## src/rtl/svf_pkg.sv

```systemverilog
// Shared types and constants for the state variable filter.
`timescale 1ns / 1ps
package svf_pkg;

   localparam int STATE_W    = 32;
   localparam int STATE_FRAC = 24;
   localparam int COEF_W     = 32;
   localparam int MODE_W     = 2;
   localparam int CSR_IDX_W  = 3;
   localparam int CSR_DATA_W = 32;

   localparam logic [CSR_IDX_W-1:0] CSR_MODE = 3'd0;
   localparam logic [CSR_IDX_W-1:0] CSR_G    = 3'd1;
   localparam logic [CSR_IDX_W-1:0] CSR_K    = 3'd2;
   localparam logic [CSR_IDX_W-1:0] CSR_A1   = 3'd3;
   localparam logic [CSR_IDX_W-1:0] CSR_A2   = 3'd4;

   localparam logic [MODE_W-1:0] MODE_LOWPASS  = 2'd0;
   localparam logic [MODE_W-1:0] MODE_HIGHPASS = 2'd1;
   localparam logic [MODE_W-1:0] MODE_ALLPASS  = 2'd2;

   typedef enum logic [2:0] {
      ST_IDLE,
      ST_MUL_A1,
      ST_MUL_A2,
      ST_SUM_V1,
      ST_MUL_G,
      ST_MUL_K,
      ST_MAKE_Y,
      ST_OUT
   } svf_state_type;

   typedef enum logic [1:0] {
      MUL_A1,
      MUL_A2,
      MUL_G,
      MUL_K
   } svf_mul_sel_type;

   typedef struct packed {
      logic            load;
      logic            mul_en;
      svf_mul_sel_type mul_sel;
      logic            d_en;
      logic            acc_en;
      logic            v1_en;
      logic            v2_en;
      logic            y_en;
      logic            out_en;
   } svf_cmd_type;

   typedef struct packed {
      logic [MODE_W-1:0] mode;
      logic [COEF_W-1:0] g;
      logic [COEF_W-1:0] k;
      logic [COEF_W-1:0] a1;
      logic [COEF_W-1:0] a2;
   } svf_coef_type;

endpackage

```

## src/rtl/svf_ctrl.sv

```systemverilog
// Controller state machine that sequences the shared multiplier.
`timescale 1ns / 1ps
module svf_ctrl (
   input  logic                 clock,
   input  logic                 reset,
   input  logic                 req_valid,
   output logic                 req_ready,
   output logic                 rsp_valid,
   input  logic                 rsp_ready,
   output svf_pkg::svf_cmd_type cmd
);

   svf_pkg::svf_state_type state_ff;
   svf_pkg::svf_state_type state_in;
   logic                   rsp_valid_ff;
   logic                   rsp_valid_in;
   logic                   out_free;

   assign out_free  = !rsp_valid_ff || rsp_ready;
   assign rsp_valid = rsp_valid_ff;

   always_comb begin
      state_in     = state_ff;
      rsp_valid_in = rsp_valid_ff && !rsp_ready;
      req_ready    = 1'b0;
      cmd          = '0;
      cmd.mul_sel  = svf_pkg::MUL_A1;
      case (state_ff)
         svf_pkg::ST_IDLE: begin
            req_ready = 1'b1;
            if (req_valid) begin
               cmd.load = 1'b1;
               state_in = svf_pkg::ST_MUL_A1;
            end
         end
         svf_pkg::ST_MUL_A1: begin
            cmd.mul_en  = 1'b1;
            cmd.mul_sel = svf_pkg::MUL_A1;
            cmd.d_en    = 1'b1;
            state_in    = svf_pkg::ST_MUL_A2;
         end
         svf_pkg::ST_MUL_A2: begin
            cmd.mul_en  = 1'b1;
            cmd.mul_sel = svf_pkg::MUL_A2;
            cmd.acc_en  = 1'b1;
            state_in    = svf_pkg::ST_SUM_V1;
         end
         svf_pkg::ST_SUM_V1: begin
            cmd.v1_en = 1'b1;
            state_in  = svf_pkg::ST_MUL_G;
         end
         svf_pkg::ST_MUL_G: begin
            cmd.mul_en  = 1'b1;
            cmd.mul_sel = svf_pkg::MUL_G;
            state_in    = svf_pkg::ST_MUL_K;
         end
         svf_pkg::ST_MUL_K: begin
            cmd.mul_en  = 1'b1;
            cmd.mul_sel = svf_pkg::MUL_K;
            cmd.v2_en   = 1'b1;
            state_in    = svf_pkg::ST_MAKE_Y;
         end
         svf_pkg::ST_MAKE_Y: begin
            cmd.y_en = 1'b1;
            state_in = svf_pkg::ST_OUT;
         end
         svf_pkg::ST_OUT: begin
            if (out_free) begin
               cmd.out_en   = 1'b1;
               rsp_valid_in = 1'b1;
               state_in     = svf_pkg::ST_IDLE;
            end
         end
         default: begin
            state_in = svf_pkg::ST_IDLE;
         end
      endcase
   end

   always_ff @(posedge clock) begin
      if (reset) begin
         state_ff     <= svf_pkg::ST_IDLE;
         rsp_valid_ff <= 1'b0;
      end else begin
         state_ff     <= state_in;
         rsp_valid_ff <= rsp_valid_in;
      end
   end

endmodule

```

## config.mk

```make
export PLATFORM = sky130hd
export DESIGN_NAME = svf_ctrl
export DESIGN_NICKNAME = d
export VERILOG_FILES = /design/src/rtl/svf_pkg.sv /design/src/rtl/svf_ctrl.sv
export SDC_FILE = /design/constraint.sdc
export NUM_CORES = 1
export LEC_CHECK = 0
export BUFFER_PORTS_ARGS = -buffer_cell sky130_fd_sc_hd__buf_2
export CORE_AREA = 2 2 39 41
export DETAILED_ROUTE_END_ITERATION = 16
export DIE_AREA = 0 0 41 43
export PLACE_DENSITY = 0.5
export SETUP_SLACK_MARGIN = 0.15
export SLEW_MARGIN = 30
export SYNTH_ARGS = -nofsm -noshare
export SYNTH_HDL_FRONTEND = slang
export SYNTH_SLANG_ARGS = --single-unit
```

## constraint.sdc

```tcl
create_clock -name clock -period 1 [get_ports clock]
set_clock_uncertainty 0.05 [all_clocks]
set_input_delay 0.05 -clock clock [delete_from_list [all_inputs] [get_ports clock]]
set_output_delay 0.05 -clock clock [all_outputs]
set_load 0.01 [all_outputs]
```

==> reports/qor.txt <==
Post-synthesis compound-gate area fraction -> 20.0%
Seq/Total Area, Yosys -> 27.2%
Clock root buffer -> clkbuf_4
Post-Route WL -> 813 um
HPWL after detailed placement -> 549 um
Post-synthesis adder-cell area fraction -> 0%
Fillers -> 145
Rel. slew slack -> 83.3%
Unrepaired setup endpoints after global routing -> true
Leak pwr -> 0.266 nW
Fmax -> 0.798 GHz
Syn Nets -> 38
Largest family of logic cells by synthesized area -> simple AND/OR/NAND/NOR gates
Starting density of the core -> 21.2%
Core footprint -> 0.00138 sq mm
Sw Ratio -> 30.6%
DIE WIDTH -> 41 um
Outcome -> finished with violations
Post-synth top area share -> 27.2%
Synth cell types -> 22
CTS tree -> done
Multiplexer share of the synthesized area -> 0%
Via count -> 353
Crit. End Element -> output port
Clock power frac -> 31.4%
Final hold vios -> 0
DRC errors left -> 0
Critical Path Start Type -> flop
CP Launch Point -> state_ff[2]
H-tree depth -> 1
Die area -> 0.00176 sq mm
Simple-gate share of the synthesized area -> 43.8%
Port buffer count -> 15
# setup viols final -> 12
Routed len/inst -> 10.7 um
Synth area leader -> dfxtp_1
Cell Chain, Critical Path -> buf_6, nor3_4, and2_4, buf_6
Yosys warns -> 0
Final Slew Violations -> 0
PD cells -> 1170 mW/mm^2
Worst-case clock buffer depth -> 2
RD Place Congestion -> 0.715
Cell Rows -> 14
Avg Cell Area, Syn -> 8.65 sq um
Synthesis-stage register bit count -> 4
Finished Layout Cells -> 76
Worst-skew pair later-pin latency -> 240 ps
Critical Path Max Stage Delay -> 350 ps
Worst-Margin Slew -> 250 ps
Crit path DAT -> 1150 ps
CP Class -> flop to output port
Initial DRC count -> 4
# IOs -> 16
ANT nets after route -> 0
Sink Count -> 4
Max VDD drop -> 0.263 mV
Initial antenna violation count -> 0
# Max-Cap Violations -> 0
Critical path required time -> 900 ps
Placed cells -> 67
NetSw -> 199 uW
Vias/cell -> 4.64
Total power draw -> 650 uW
Sequential power share -> 30.3%
Synth Cell Area -> 294 sq um
CP max FO -> 6
Clock-pin slew on the worst setup and hold paths -> 40 ps
TritonCTS Buffers -> 3
Share of cells above drive strength 1 -> 71.7%
Hold_sp -> reset
Layout Nets -> 66
Tcrit/Tclk final -> 125%
Ant. Diodes -> 0
Syn Inst Count -> 34
Largest net degree at the start of global routing -> 10
Fin worst setup slack -> -253 ps
Period minus WS final -> 1250 ps
Die height -> 43 um
Crit-path most repeated cell -> buf_6
Type of the most critical hold path -> primary input to flop
Failing checks -> negative setup slack
Internal power -> 451 uW
Xor/xnor share of the synthesized area -> 0%
Drt first pass iters -> 4
Global-route wire length before repair -> 1.26 mm
P&R area growth vs syn -> 89.8%
Total GRT Usage -> 10.7%
CP max stage cell -> dfxtp_4
Comb pwr share -> 38.4%
Setup TNS -> -2080 ps
Vias in the first global route -> 308
Final Util -> 40.3%
Worst R2R Start -> state_ff[1]
Top cells by area, synth -> dfxtp_1 (27%), nor3_4 (5.5%), a2111oi_2 (5.1%), buf_4 (5.1%), nand3b_1 (5.1%)
Total grt overflow -> 0
what timing repair did:
| action | in CTS | in global routing |
|---|---|---|
| pin swaps | 4 | 2 |
| resized for setup | 7 | 4 |
| endpoints found under the hold margin | 3 | 0 |
| setup buffers | 4 | 1 |
| hold buffers | 1 | 0 |
| setup endpoints to repair | 15 | 15 |
logic make-up (layout without fill, tap and decap cells):
| family | count (synthesis) | in the layout |
|---|---|---|
| buf+inv | 3 | 29 |
| flops | 4 | 4 |
| simple gates | 20 | 20 |
| compound gates | 7 | 7 |
per-layer routing:
| metal | wire, um | track usage (%) | share of wire, % | vias to the layer above |
|---|---|---|---|---|
| met5 | 0 | 0 | 0 | - |
| met4 | 19 | 8.00 | 2.3 | 0 |
| met3 | 40 | 1.57 | 4.9 | 4 |
| met2 | 425 | 16.3 | 52 | 14 |
| met1 | 327 | 12.8 | 40 | 158 |
| li1 | - | - | - | 177 |
critical path: cells and delay by family, from the launching register on:
kind / cells / cell delay (ps)
buf+inv: 2 / 220
flops: 1 / 350
simple gates: 2 / 340
area by class of cell:
class	instances	area, sq um	share of cell area [%]
tap	16	20.0	3.59
sequential	4	92.6	16.6
clock buffer	3	22.5	4.04
multi-input combinational	27	230	41.3
timing repair buffer	26	193	34.5
cell usage after synthesis:
library cell,n
a2111oi_2,1
a211oi_2,1
a21oi_1,2
a31oi_1,1
and2_1,2
and3_1,1
and3b_2,1
buf_4,2
buf_6,1
dfxtp_1,4
nand2_1,2
nand2b_1,1
nand3_1,1
nand3b_1,2
nor2_1,3
nor2b_1,2
nor3_1,1
nor3_4,1
nor3b_1,2
o21a_1,1
o21bai_1,1
or2_1,1
stage by stage:
step	setup slack (ps)	instance area, sq um	hold WS (ps)
floorplan	19.0	322	57.3
global placement	-32.5	433	222
detailed placement	-49.0	433	216
CTS	-267	527	22.0
global route	-320	558	46.0
finish	-253	558	27.3
path summary, 6_finish.rpt:
| check | endpoint | slack, ps | cells after the start |
|---|---|---|---|
| max | cmd[9] | -250 | 4 |
| min | state_ff[1] | 30 | 3 |
| max reg2reg | state_ff[0] | -90 | 3 |
| min reg2reg | state_ff[1] | 460 | 2 |
power groups by stage:
stage	Combinational, mW	Sequential, mW	Clock, mW
after global routing	0.273	0.199	0.220
after floorplan	0.136	0.188	0
final	0.250	0.197	0.204
after detailed placement	0.194	0.203	0
after global placement	0.194	0.202	0
after CTS	0.227	0.197	0.207
cell usage in the layout (no fill, tap or decap), drive strengths merged:
| cell | count |
|---|---|
| a31oi | 1 |
| buf | 25 |
| a21oi | 2 |
| nand3 | 1 |
| and2 | 2 |
| nand3b | 2 |
| dlygate4sd3 | 1 |
| or2 | 1 |
| a211oi | 1 |
| a2111oi | 1 |
| nor3 | 2 |
| nor3b | 2 |
| o21a | 1 |
| dfxtp | 4 |
| o21bai | 1 |
| nor2 | 3 |
| and3b | 1 |
| and3 | 1 |
| clkbuf | 3 |
| nor2b | 2 |
| nand2b | 1 |
| nand2 | 2 |
sequential cells by signal, summed over array words and instances (netlist names):
signal,count
state_ff,3
rsp_valid,1
(Power assumes the default switching activity.)
