==> src/rtl/svf_pkg.sv <==
// Shared types and constants for the state variable filter.
`timescale 1ns / 1ps
package svf_pkg;

   localparam int STATE_W    = 32;
   localparam int STATE_FRAC = 24;
   localparam int COEF_W     = 32;
   localparam int MODE_W     = 2;
   localparam int CSR_IDX_W  = 3;
   localparam int CSR_DATA_W = 32;

   localparam logic [CSR_IDX_W-1:0] CSR_MODE = 3'd0;
   localparam logic [CSR_IDX_W-1:0] CSR_G    = 3'd1;
   localparam logic [CSR_IDX_W-1:0] CSR_K    = 3'd2;
   localparam logic [CSR_IDX_W-1:0] CSR_A1   = 3'd3;
   localparam logic [CSR_IDX_W-1:0] CSR_A2   = 3'd4;

   localparam logic [MODE_W-1:0] MODE_LOWPASS  = 2'd0;
   localparam logic [MODE_W-1:0] MODE_HIGHPASS = 2'd1;
   localparam logic [MODE_W-1:0] MODE_ALLPASS  = 2'd2;

   typedef enum logic [2:0] {
      ST_IDLE,
      ST_MUL_A1,
      ST_MUL_A2,
      ST_SUM_V1,
      ST_MUL_G,
      ST_MUL_K,
      ST_MAKE_Y,
      ST_OUT
   } svf_state_type;

   typedef enum logic [1:0] {
      MUL_A1,
      MUL_A2,
      MUL_G,
      MUL_K
   } svf_mul_sel_type;

   typedef struct packed {
      logic            load;
      logic            mul_en;
      svf_mul_sel_type mul_sel;
      logic            d_en;
      logic            acc_en;
      logic            v1_en;
      logic            v2_en;
      logic            y_en;
      logic            out_en;
   } svf_cmd_type;

   typedef struct packed {
      logic [MODE_W-1:0] mode;
      logic [COEF_W-1:0] g;
      logic [COEF_W-1:0] k;
      logic [COEF_W-1:0] a1;
      logic [COEF_W-1:0] a2;
   } svf_coef_type;

endpackage

==> src/rtl/svf_regs.sv <==
// Configuration register file for the filter mode and coefficients.
`timescale 1ns / 1ps
module svf_regs (
   input  logic                             clock,
   input  logic                             reset,
   input  logic                             csr_valid,
   output logic                             csr_ready,
   input  logic [svf_pkg::CSR_IDX_W-1:0]    csr_index,
   input  logic [svf_pkg::CSR_DATA_W-1:0]   csr_data,
   output svf_pkg::svf_coef_type            coef
);

   svf_pkg::svf_coef_type coef_ff;
   svf_pkg::svf_coef_type coef_in;

   assign csr_ready = 1'b1;
   assign coef      = coef_ff;

   always_comb begin
      coef_in = coef_ff;
      if (csr_valid) begin
         case (csr_index)
            svf_pkg::CSR_MODE: coef_in.mode = csr_data[svf_pkg::MODE_W-1:0];
            svf_pkg::CSR_G:    coef_in.g    = csr_data[svf_pkg::COEF_W-1:0];
            svf_pkg::CSR_K:    coef_in.k    = csr_data[svf_pkg::COEF_W-1:0];
            svf_pkg::CSR_A1:   coef_in.a1   = csr_data[svf_pkg::COEF_W-1:0];
            svf_pkg::CSR_A2:   coef_in.a2   = csr_data[svf_pkg::COEF_W-1:0];
            default:           coef_in      = coef_ff;
         endcase
      end
   end

   always_ff @(posedge clock) begin
      if (reset) begin
         coef_ff <= '0;
      end else begin
         coef_ff <= coef_in;
      end
   end

endmodule

==> config.mk <==
export PLATFORM = sky130hd
export DESIGN_NAME = svf_regs
export DESIGN_NICKNAME = d
export VERILOG_FILES = /design/src/rtl/svf_pkg.sv /design/src/rtl/svf_regs.sv
export SDC_FILE = /design/constraint.sdc
export NUM_CORES = 1
export LEC_CHECK = 0
export BUFFER_PORTS_ARGS = -buffer_cell sky130_fd_sc_hd__buf_2
export CORE_ASPECT_RATIO = 2
export CORE_MARGIN = 3
export CORE_UTILIZATION = 46
export DETAILED_ROUTE_END_ITERATION = 10
export MAX_ROUTING_LAYER = met4
export PLACE_DENSITY = 0.74
export SKIP_CTS_REPAIR_TIMING = 1
export SYNTH_ARGS = -nofsm -noshare
export SYNTH_HDL_FRONTEND = slang
export SYNTH_SLANG_ARGS = --single-unit
==> constraint.sdc <==
create_clock -name clock -period 0.85 [get_ports clock]
set_input_delay 0.085 -clock clock [delete_from_list [all_inputs] [get_ports clock]]
set_output_delay 0.085 -clock clock [all_outputs]
set_load 0.03 [all_outputs]
==> flow_summary.yaml, run 1 <==
global_routing:
  grt-ovfl-total: 0
  grt_pass1_vias: 4246
  grt_pass1_wl_mm: 21.0
  grt_max_degree: 60
  grtUsageTotal: 0.224
  antenna_found_initial: 0
critical_path:
  critPathSlowestCell: "dfxtp_2"
  worstSetupPathType: "register to output pin"
  cp-start-kind: "register"
  cp.required_ns: 0.76
  arrival_ns: 0.90
  worst-path-buf-inv: 1
  cp_top_family: "flip-flops"
  slowest_delay_ns: 0.35
  crit_chain: "buf_6"
  crit_fanout: 2
  worst_setup_path_end_kind: "output pin"
clock_network:
  cts-htree-levels: 4
  cts_tree: "yes"
  cts_root_buffer: "clkbuf_16"
  cts_buffers: 17
  worstSkewPairLatency_ns: 0.40
  clkTransAtPathRegs_ns: 0.06
  clockBufferDepth: 2
  cts_sinks: 130
layout:
  final_area_um2: 8330
  final_net_count: 739
  regArea_um2: 2770
  antennaDiodeCount: 0
  nFillCells: 694
  multi_input_area_um2: 2440
  largest_reg_flops: 130
  drive_above_1_share: 0.585
  fin_util: 0.756
  area_growth_pct: 60.0
power:
  peakVddDrop_mv: 1.49
  powerDensity_nw_per_um2: 1740
  leakagePower_nw: 4.10
timing:
  fin_worst_hold_slack_ns: 0.0293
  fin_ws_ns: -0.131
  fin_skew_ns: 0
  period_share: 1.15
  hold_violations: 0
  grt_setup_unrepaired: "true"
  fmax_mhz: 1020
  period_minus_slack_ns: 0.981
  setup_viol: 130
  drv_slew: 0
synth:
  synth_warnings: 0
  syn_nets: 502
  synth_top_area_share: 0.500
  synth-edff-count: 0
  synth_common_cells: "nand2b_1, dfxtp_1, mux2i_1"
  syn_inst: 464
  synth.ff_latch_count: 130
  synthDistinctLibCells: 13
  syn_area_um2: 5210
  synth.most_common_cell: "nand2b_1"
  async_reset_ff_frac: 0
  synth.area.top_cells: "dfxtp_1, mux2i_1, nand2b_1"
  synth_top_area_cell: "dfxtp_1"
  synth.avg_cell_area_um2: 11.2
  synth_seq_area_share: 0.500
  ys.flop_type: "dfxtp_1"
detailed_routing:
  wire_per_inst_um: 17.6
  ant_nets: 0
  first_iter_violations: 171
  routed_wl_mm: 15.1
  route.detailed.drc: 0
  drt_first_pass_iters: 4
  vias: 4239
  via_per_inst: 4.97
placed_design:
  place.gp.congestion: 0.806
  port_buffers: 167
  dpl-instance-area_um2: 6410
  dp.final_hpwl_mm: 9.37
run_status:
  failed_checks: "negative setup slack"
  status: "complete, but fails checks"
die:
  fp.dieW_um: 81.2
  start_util: 0.473
  fp-row-count: 54
  fp.dieH_um: 156
  die_area_um2: 12700
  core_area_um2: 11000
  io_pins: 169
flow_run:
  max_cap_violations: 0
hold_path:
  hp-class: "primary input to register"
[area by class of cell]
type,count,area share
timing repair buffer,252,0.290
multi-input combinational,300,0.293
clock inverter,11,0.0108
tap,140,0.0210
clock buffer,20,0.0536
sequential,130,0.332
[logic make-up after synthesis]
group | after synthesis | synth area share
other | 1 | 0.000720
buffers and inverters | 34 | 0.0380
AND/OR/NAND/NOR | 169 | 0.211
multiplexers | 130 | 0.250
flip-flops | 130 | 0.500
[cells in the final DEF (no fill, tap or decap), drive strengths merged]
master / n
or4b: 1
clkbuf: 20
and4bb: 2
nand2b: 162
bufinv: 1
clkinv: 6
conb: 1
nand4bb: 3
clkinvlp: 4
mux2i: 130
dfxtp: 130
buf: 252
nand4b: 1
[metal layers]
metal	part of all wire	GRT usage
met5	0	-
met4	0.033	0.117
met3	0.038	0.0518
met2	0.56	0.393
met1	0.37	0.223
[stage by stage]
| step | setup TNS, ns | setup WS, ns | instances | total power [mW] |
|---|---|---|---|---|
| after global routing | -17.92 | -0.156 | 853 | 15.0 |
| final | -14.26 | -0.131 | 853 | 14.5 |
| after detailed placement | -20.24 | -0.229 | 768 | 7.69 |
| after CTS | -26.02 | -0.240 | 799 | 14.3 |
| after global placement | -15.02 | -0.174 | 768 | 7.66 |
| after floorplan | -2.99 | -0.0415 | 464 | 7.21 |
[power by group]
part / switching (mW) / internal [mW] / leakage, nW
sequential: 0.105 / 6.26 / 1.12
clock: 2.62 / 4.04 / 0.257
combinational: 0.759 / 0.749 / 2.73
total: 3.49 / 11.0 / 4.10
[worst paths after layout]
check	from	end	slack, ns	depth (start not counted)
worst max-delay path	coef[30]	coef[30]	-0.13	1
worst min-delay path	csr_data[28]	coef[60]	0.03	3
worst min register to register	coef[128]	coef[128]	0.48	2
worst max register to register	coef[90]	coef[90]	0.05	3
No activity file was read; power rests on OpenSTA's default activity.
==> run 2: changes to the inputs <==
CORE_UTILIZATION = 47   (was 46)
CTS_BUF_LIST = sky130_fd_sc_hd__clkbuf_8   (was unset)
PLACE_DENSITY = 0.76   (was 0.74)
==> run 2 against run 1 <==
The run still ends with negative setup slack left. Power fell by 9.4%. Worst setup slack got worse by 0.038 ns. Combinational power is essentially flat. First-iteration DRC count shrank 29%. Hold slack got worse by 0.027 ns. Clock power shrank 21%. Sequential cell count unchanged. Routed wire length rose by 2.0%. Final cell count decreased by 0.82%. Utilization grew 1.3 points. Count of clock-buffer cells in the layout decreased by 2. Critical endpoint is now coef[50]. Largest cell class unchanged.
==> flow_summary.yaml, run 2 (synthesis results as in run 1) <==
run_status:
  status: "complete, but fails checks"
  failed_checks: "negative setup slack"
critical_path:
  r2r-start: "coef[89]"
  arrival_ns: 0.93
  critPathSlowestCell: "dfxtp_2"
  worst-path-buf-inv: 1
  crit_fanout: 2
  setup.worst_path.end: "coef[50]"
  r2r_slack_ns: 0.06
  cp.required_ns: 0.76
  ff2ff_path_depth: 2
  slowest_delay_ns: 0.37
  crit_cells: 1
  crit_chain: "buf_6"
  worstSetupPathType: "register to output pin"
  cp-start-kind: "register"
  startpoint: "coef[50]"
  worst_setup_path_end_kind: "output pin"
  cp_top_family: "flip-flops"
  r2r-end: "coef[89]"
detailed_routing:
  ant_nets: 0
  via_per_inst: 4.95
  first_iter_violations: 121
  routed_wl_mm: 15.4
  vias: 4190
  drt_first_pass_iters: 4
  wire_per_inst_um: 18.2
  route.detailed.drc: 0
die:
  io_pins: 169
  core_area_um2: 10700
  start_util: 0.488
  fp-row-count: 53
  die_area_um2: 12500
  fp.dieW_um: 80.4
  fp.dieH_um: 155
layout:
  final_net_count: 734
  largest_reg_flops: 130
  mostFrequentLayoutCells: "nand2b_1, mux2i_1, dfxtp_2, buf_6, buf_4"
  area_growth_pct: 57.8
  mostFrequentLayoutCell: "nand2b_1"
  fin_cells: 846
  fin_util: 0.769
  drive_above_1_share: 0.570
  final_area_um2: 8210
  antennaDiodeCount: 0
clock_network:
  clockBufferDepth: 2
  cts_sinks: 130
  clkTransAtPathRegs_ns: 0.08
  cts_buffers: 17
  cts_root_buffer: "clkbuf_8"
  cts-htree-levels: 4
  cts_tree: "yes"
  worstSkewPairLatency_ns: 0.42
placed_design:
  placedCellCount: 756
  port_buffers: 167
  dp.final_hpwl_mm: 9.26
  dpl_worst_slack_ns: -0.220
  place.gp.congestion: 0.789
  dpl-instance-area_um2: 6370
global_routing:
  grt-ovfl-total: 0
  grtUsageTotal: 0.217
  grt_pass1_vias: 4019
  grt_pass1_wl_mm: 20.0
  antenna_found_initial: 0
  grt_max_degree: 51
timing:
  period_minus_slack_ns: 1.02
  drv_slew: 0
  fmax_mhz: 981
  period_share: 1.20
  hold_violations: 0
  fin_skew_ns: 0
  setup_viol: 130
  fin_ws_ns: -0.169
  grt_setup_unrepaired: "true"
hold_path:
  hp-class: "primary input to register"
power:
  peakVddDrop_mv: 1.52
  leakagePower_nw: 4.02
  p_total_mw: 13.2
  powerDensity_nw_per_um2: 1600
flow_run:
  max_cap_violations: 0
[run 2: cell count changes in the layout (fill, tap and decap cells not counted), sizes merged]
cell         previous run  this run
buf                   252       236
dlygate4sd3             0        11
inv                     0         5
clkinv                  6         3
clkbuf                 20        18
bufinv                  1         2
[run 2: worst min-delay path: stages]
cell and delay (ns):
buf_2 0.07, nand2b_1 0.10, mux2i_1 0.13
[run 2: worst min path at each step]
stage	startpoint	end	slack, ns	depth (start not counted)
final	csr_data[24]	coef[24]	0.002	3
after global routing	csr_data[14]	coef[14]	0.008	3
after CTS	csr_data[29]	coef[61]	-0.04	3
after detailed placement	csr_data[24]	coef[56]	0.44	3
after global placement	csr_data[30]	coef[126]	0.41	3
after floorplan	csr_data[10]	coef[10]	0.31	2
[run 2: report_power, final]
part | internal, mW | switching (mW) | leakage (nW) | total, mW
sequential | 6.25 | 0.108 | 1.12 | 6.35
combinational | 0.763 | 0.764 | 2.71 | 1.53
clock | 2.72 | 2.56 | 0.193 | 5.28
total | 9.73 | 3.43 | 4.02 | 13.2
[run 2: layer usage]
layer	GRT usage	vias to the layer above	share of wire
li1	-	2003	-
met1	0.217	2037	0.35
met2	0.385	128	0.58
met3	0.0589	22	0.040
met4	0.0935	0	0.026
met5	-	-	0
[run 2: area by class of cell]
class | count | area [µm²]
tap | 137 | 171
sequential | 130 | 2770
clock buffer | 18 | 248
clock inverter | 14 | 153
multi-input combinational | 300 | 2440
timing repair buffer | 247 | 2440
fill | 630 | 2460
[run 2: metrics by stage]
stage	hold slack [ns]	setup TNS [ns]
floorplan	0.306	-2.99
global placement	0.413	-15.00
detailed placement	0.437	-19.05
CTS	-0.0390	-31.32
global route	0.00829	-23.05
finish	0.00215	-17.35
==> run 3: changes to the inputs <==
--- a/config.mk
+++ b/config.mk
@@ -7,2 +7,3 @@
 export LEC_CHECK = 0
+export ABC_CLOCK_PERIOD_IN_PS = 850
 export BUFFER_PORTS_ARGS = -buffer_cell sky130_fd_sc_hd__buf_2
@@ -12,2 +13,3 @@
 export CTS_BUF_LIST = sky130_fd_sc_hd__clkbuf_8
+export CTS_CLUSTER_SIZE = 25
 export DETAILED_ROUTE_END_ITERATION = 10
--- a/constraint.sdc
+++ b/constraint.sdc
@@ -3,2 +3,2 @@
 set_output_delay 0.085 -clock clock [all_outputs]
-set_load 0.03 [all_outputs]
+set_load 0.05 [all_outputs]
==> run 3 against run 2 <==
The run ends with negative hold slack, negative setup slack left. Non-clock buffer count is 33 lower. Sequential share of layout area fell by 0.80 points. Routed wire length is 2.9% lower. Global-route usage grew 0.30 points. Combinational power rose by 14%. Largest cell class unchanged. Largest power group unchanged. Highest routed layer unchanged.
==> flow_summary.yaml, run 3 (synthesis results as in run 1) <==
timing:
  setup_viol: 130
  fin_ws_ns: -0.197
  fmax_mhz: 955
  drv_slew: 0
  period_share: 1.23
  tns_ns: -22.33
  fin_skew_ns: 0
  grt_setup_unrepaired: "true"
  period_minus_slack_ns: 1.05
  fin_worst_hold_slack_ns: -0.0130
  hold_violations: 8
detailed_routing:
  wire_per_inst_um: 18.3
  via_per_inst: 5.03
  vias: 4089
  ant_nets: 0
  routed_wl_mm: 14.9
  route.detailed.drc: 0
  drt_first_pass_iters: 4
  first_iter_violations: 120
layout:
  drive_above_1_share: 0.561
  area_growth_pct: 61.7
  final_area_um2: 8420
  antennaDiodeCount: 0
  mostFrequentLayoutCell: "nand2b_1"
  mostFrequentLayoutCells: "nand2b_1, mux2i_1, dfxtp_2"
  final_net_count: 701
  nFillCells: 578
  largest_reg_flops: 130
  fin_util: 0.789
critical_path:
  crit_fanout: 2
  critPathSlowestCell: "dfxtp_2"
  cp-start-kind: "register"
  cp_top_family: "flip-flops"
  cp.required_ns: 0.76
  worstSetupPathType: "register to output pin"
  worst_setup_path_end_kind: "output pin"
  arrival_ns: 0.96
  r2r_slack_ns: 0.07
  worst-path-buf-inv: 1
  crit_chain: "buf_8"
  slowest_delay_ns: 0.37
die:
  core_area_um2: 10700
  fp.dieW_um: 80.4
  fp.dieH_um: 155
  fp-row-count: 53
  io_pins: 169
  start_util: 0.488
  die_area_um2: 12500
power:
  comb_power_share: 0.125
  pwr-share-seq: 0.457
  clockPowerShare: 0.418
  internal_power_mw: 10.4
  peakVddDrop_mv: 1.39
  switching_share: 0.254
  powerDensity_nw_per_um2: 1660
  leakagePower_nw: 4.01
  p_switching_mw: 3.55
clock_network:
  worstSkewPairLatency_ns: 0.43
  cts_tree: "yes"
  cts_buffers: 17
  clockBufferDepth: 2
  cts_sinks: 130
  clkTransAtPathRegs_ns: 0.08
  cts_root_buffer: "clkbuf_8"
  cts-htree-levels: 4
placed_design:
  dpl_worst_slack_ns: -0.240
  place.gp.congestion: 0.808
  dp.final_hpwl_mm: 9.36
  dpl-instance-area_um2: 6500
  port_buffers: 167
global_routing:
  grt_pass1_wl_mm: 20.4
  grt-ovfl-total: 0
  grtUsageTotal: 0.220
  grt_max_degree: 51
  use_met3: 0.0501
  gr-max-usage-layer: "met2"
  antenna_found_initial: 0
  grt_pass1_vias: 4026
  met2_usage: 0.400
  gr-usage-met1: 0.218
run_status:
  failed_checks: "negative hold slack, negative setup slack"
  status: "complete, but fails checks"
flow_run:
  max_cap_violations: 0
hold_path:
  hp-class: "primary input to register"
==> run 3: final cells by class <==
cell class	instances	area (µm²)	area share
flip-flops and latches	130	2770	0.329
repair buffers	214	2600	0.309
multi-input cells	300	2440	0.289
clock buffers	19	262	0.0311
clock inverters	13	185	0.0220
well taps	137	171	0.0204
==> run 3: worst paths after layout <==
path,depth (start not counted),endpoint,start
max,1,coef[108],coef[108]
min,3,coef[41],csr_data[9]
max reg2reg,3,coef[112],coef[112]
min reg2reg,2,coef[96],coef[96]
==> run 3: routing by layer <==
metal	up-vias	wire length, µm
li1	1927	-
met1	1991	5280
met2	134	8430
met3	37	739
met4	0	463
met5	-	0
==> run 3: power by group through the flow <==
stage	Combinational [mW]	Clock, mW	Sequential [mW]
2_1_floorplan	0.531	0	6.92
3_3_place_gp	1.41	0	6.45
3_5_place_dp	1.43	0	6.46
4_1_cts	1.43	5.90	6.32
5_1_grt	1.83	6.16	6.39
6_report	1.74	5.82	6.38
==> run 3: through the flow <==
step	instances	total power, mW
after CTS	784	13.7
after global placement	752	7.86
after floorplan	464	7.45
final	813	13.9
after detailed placement	752	7.89
after global routing	813	14.4
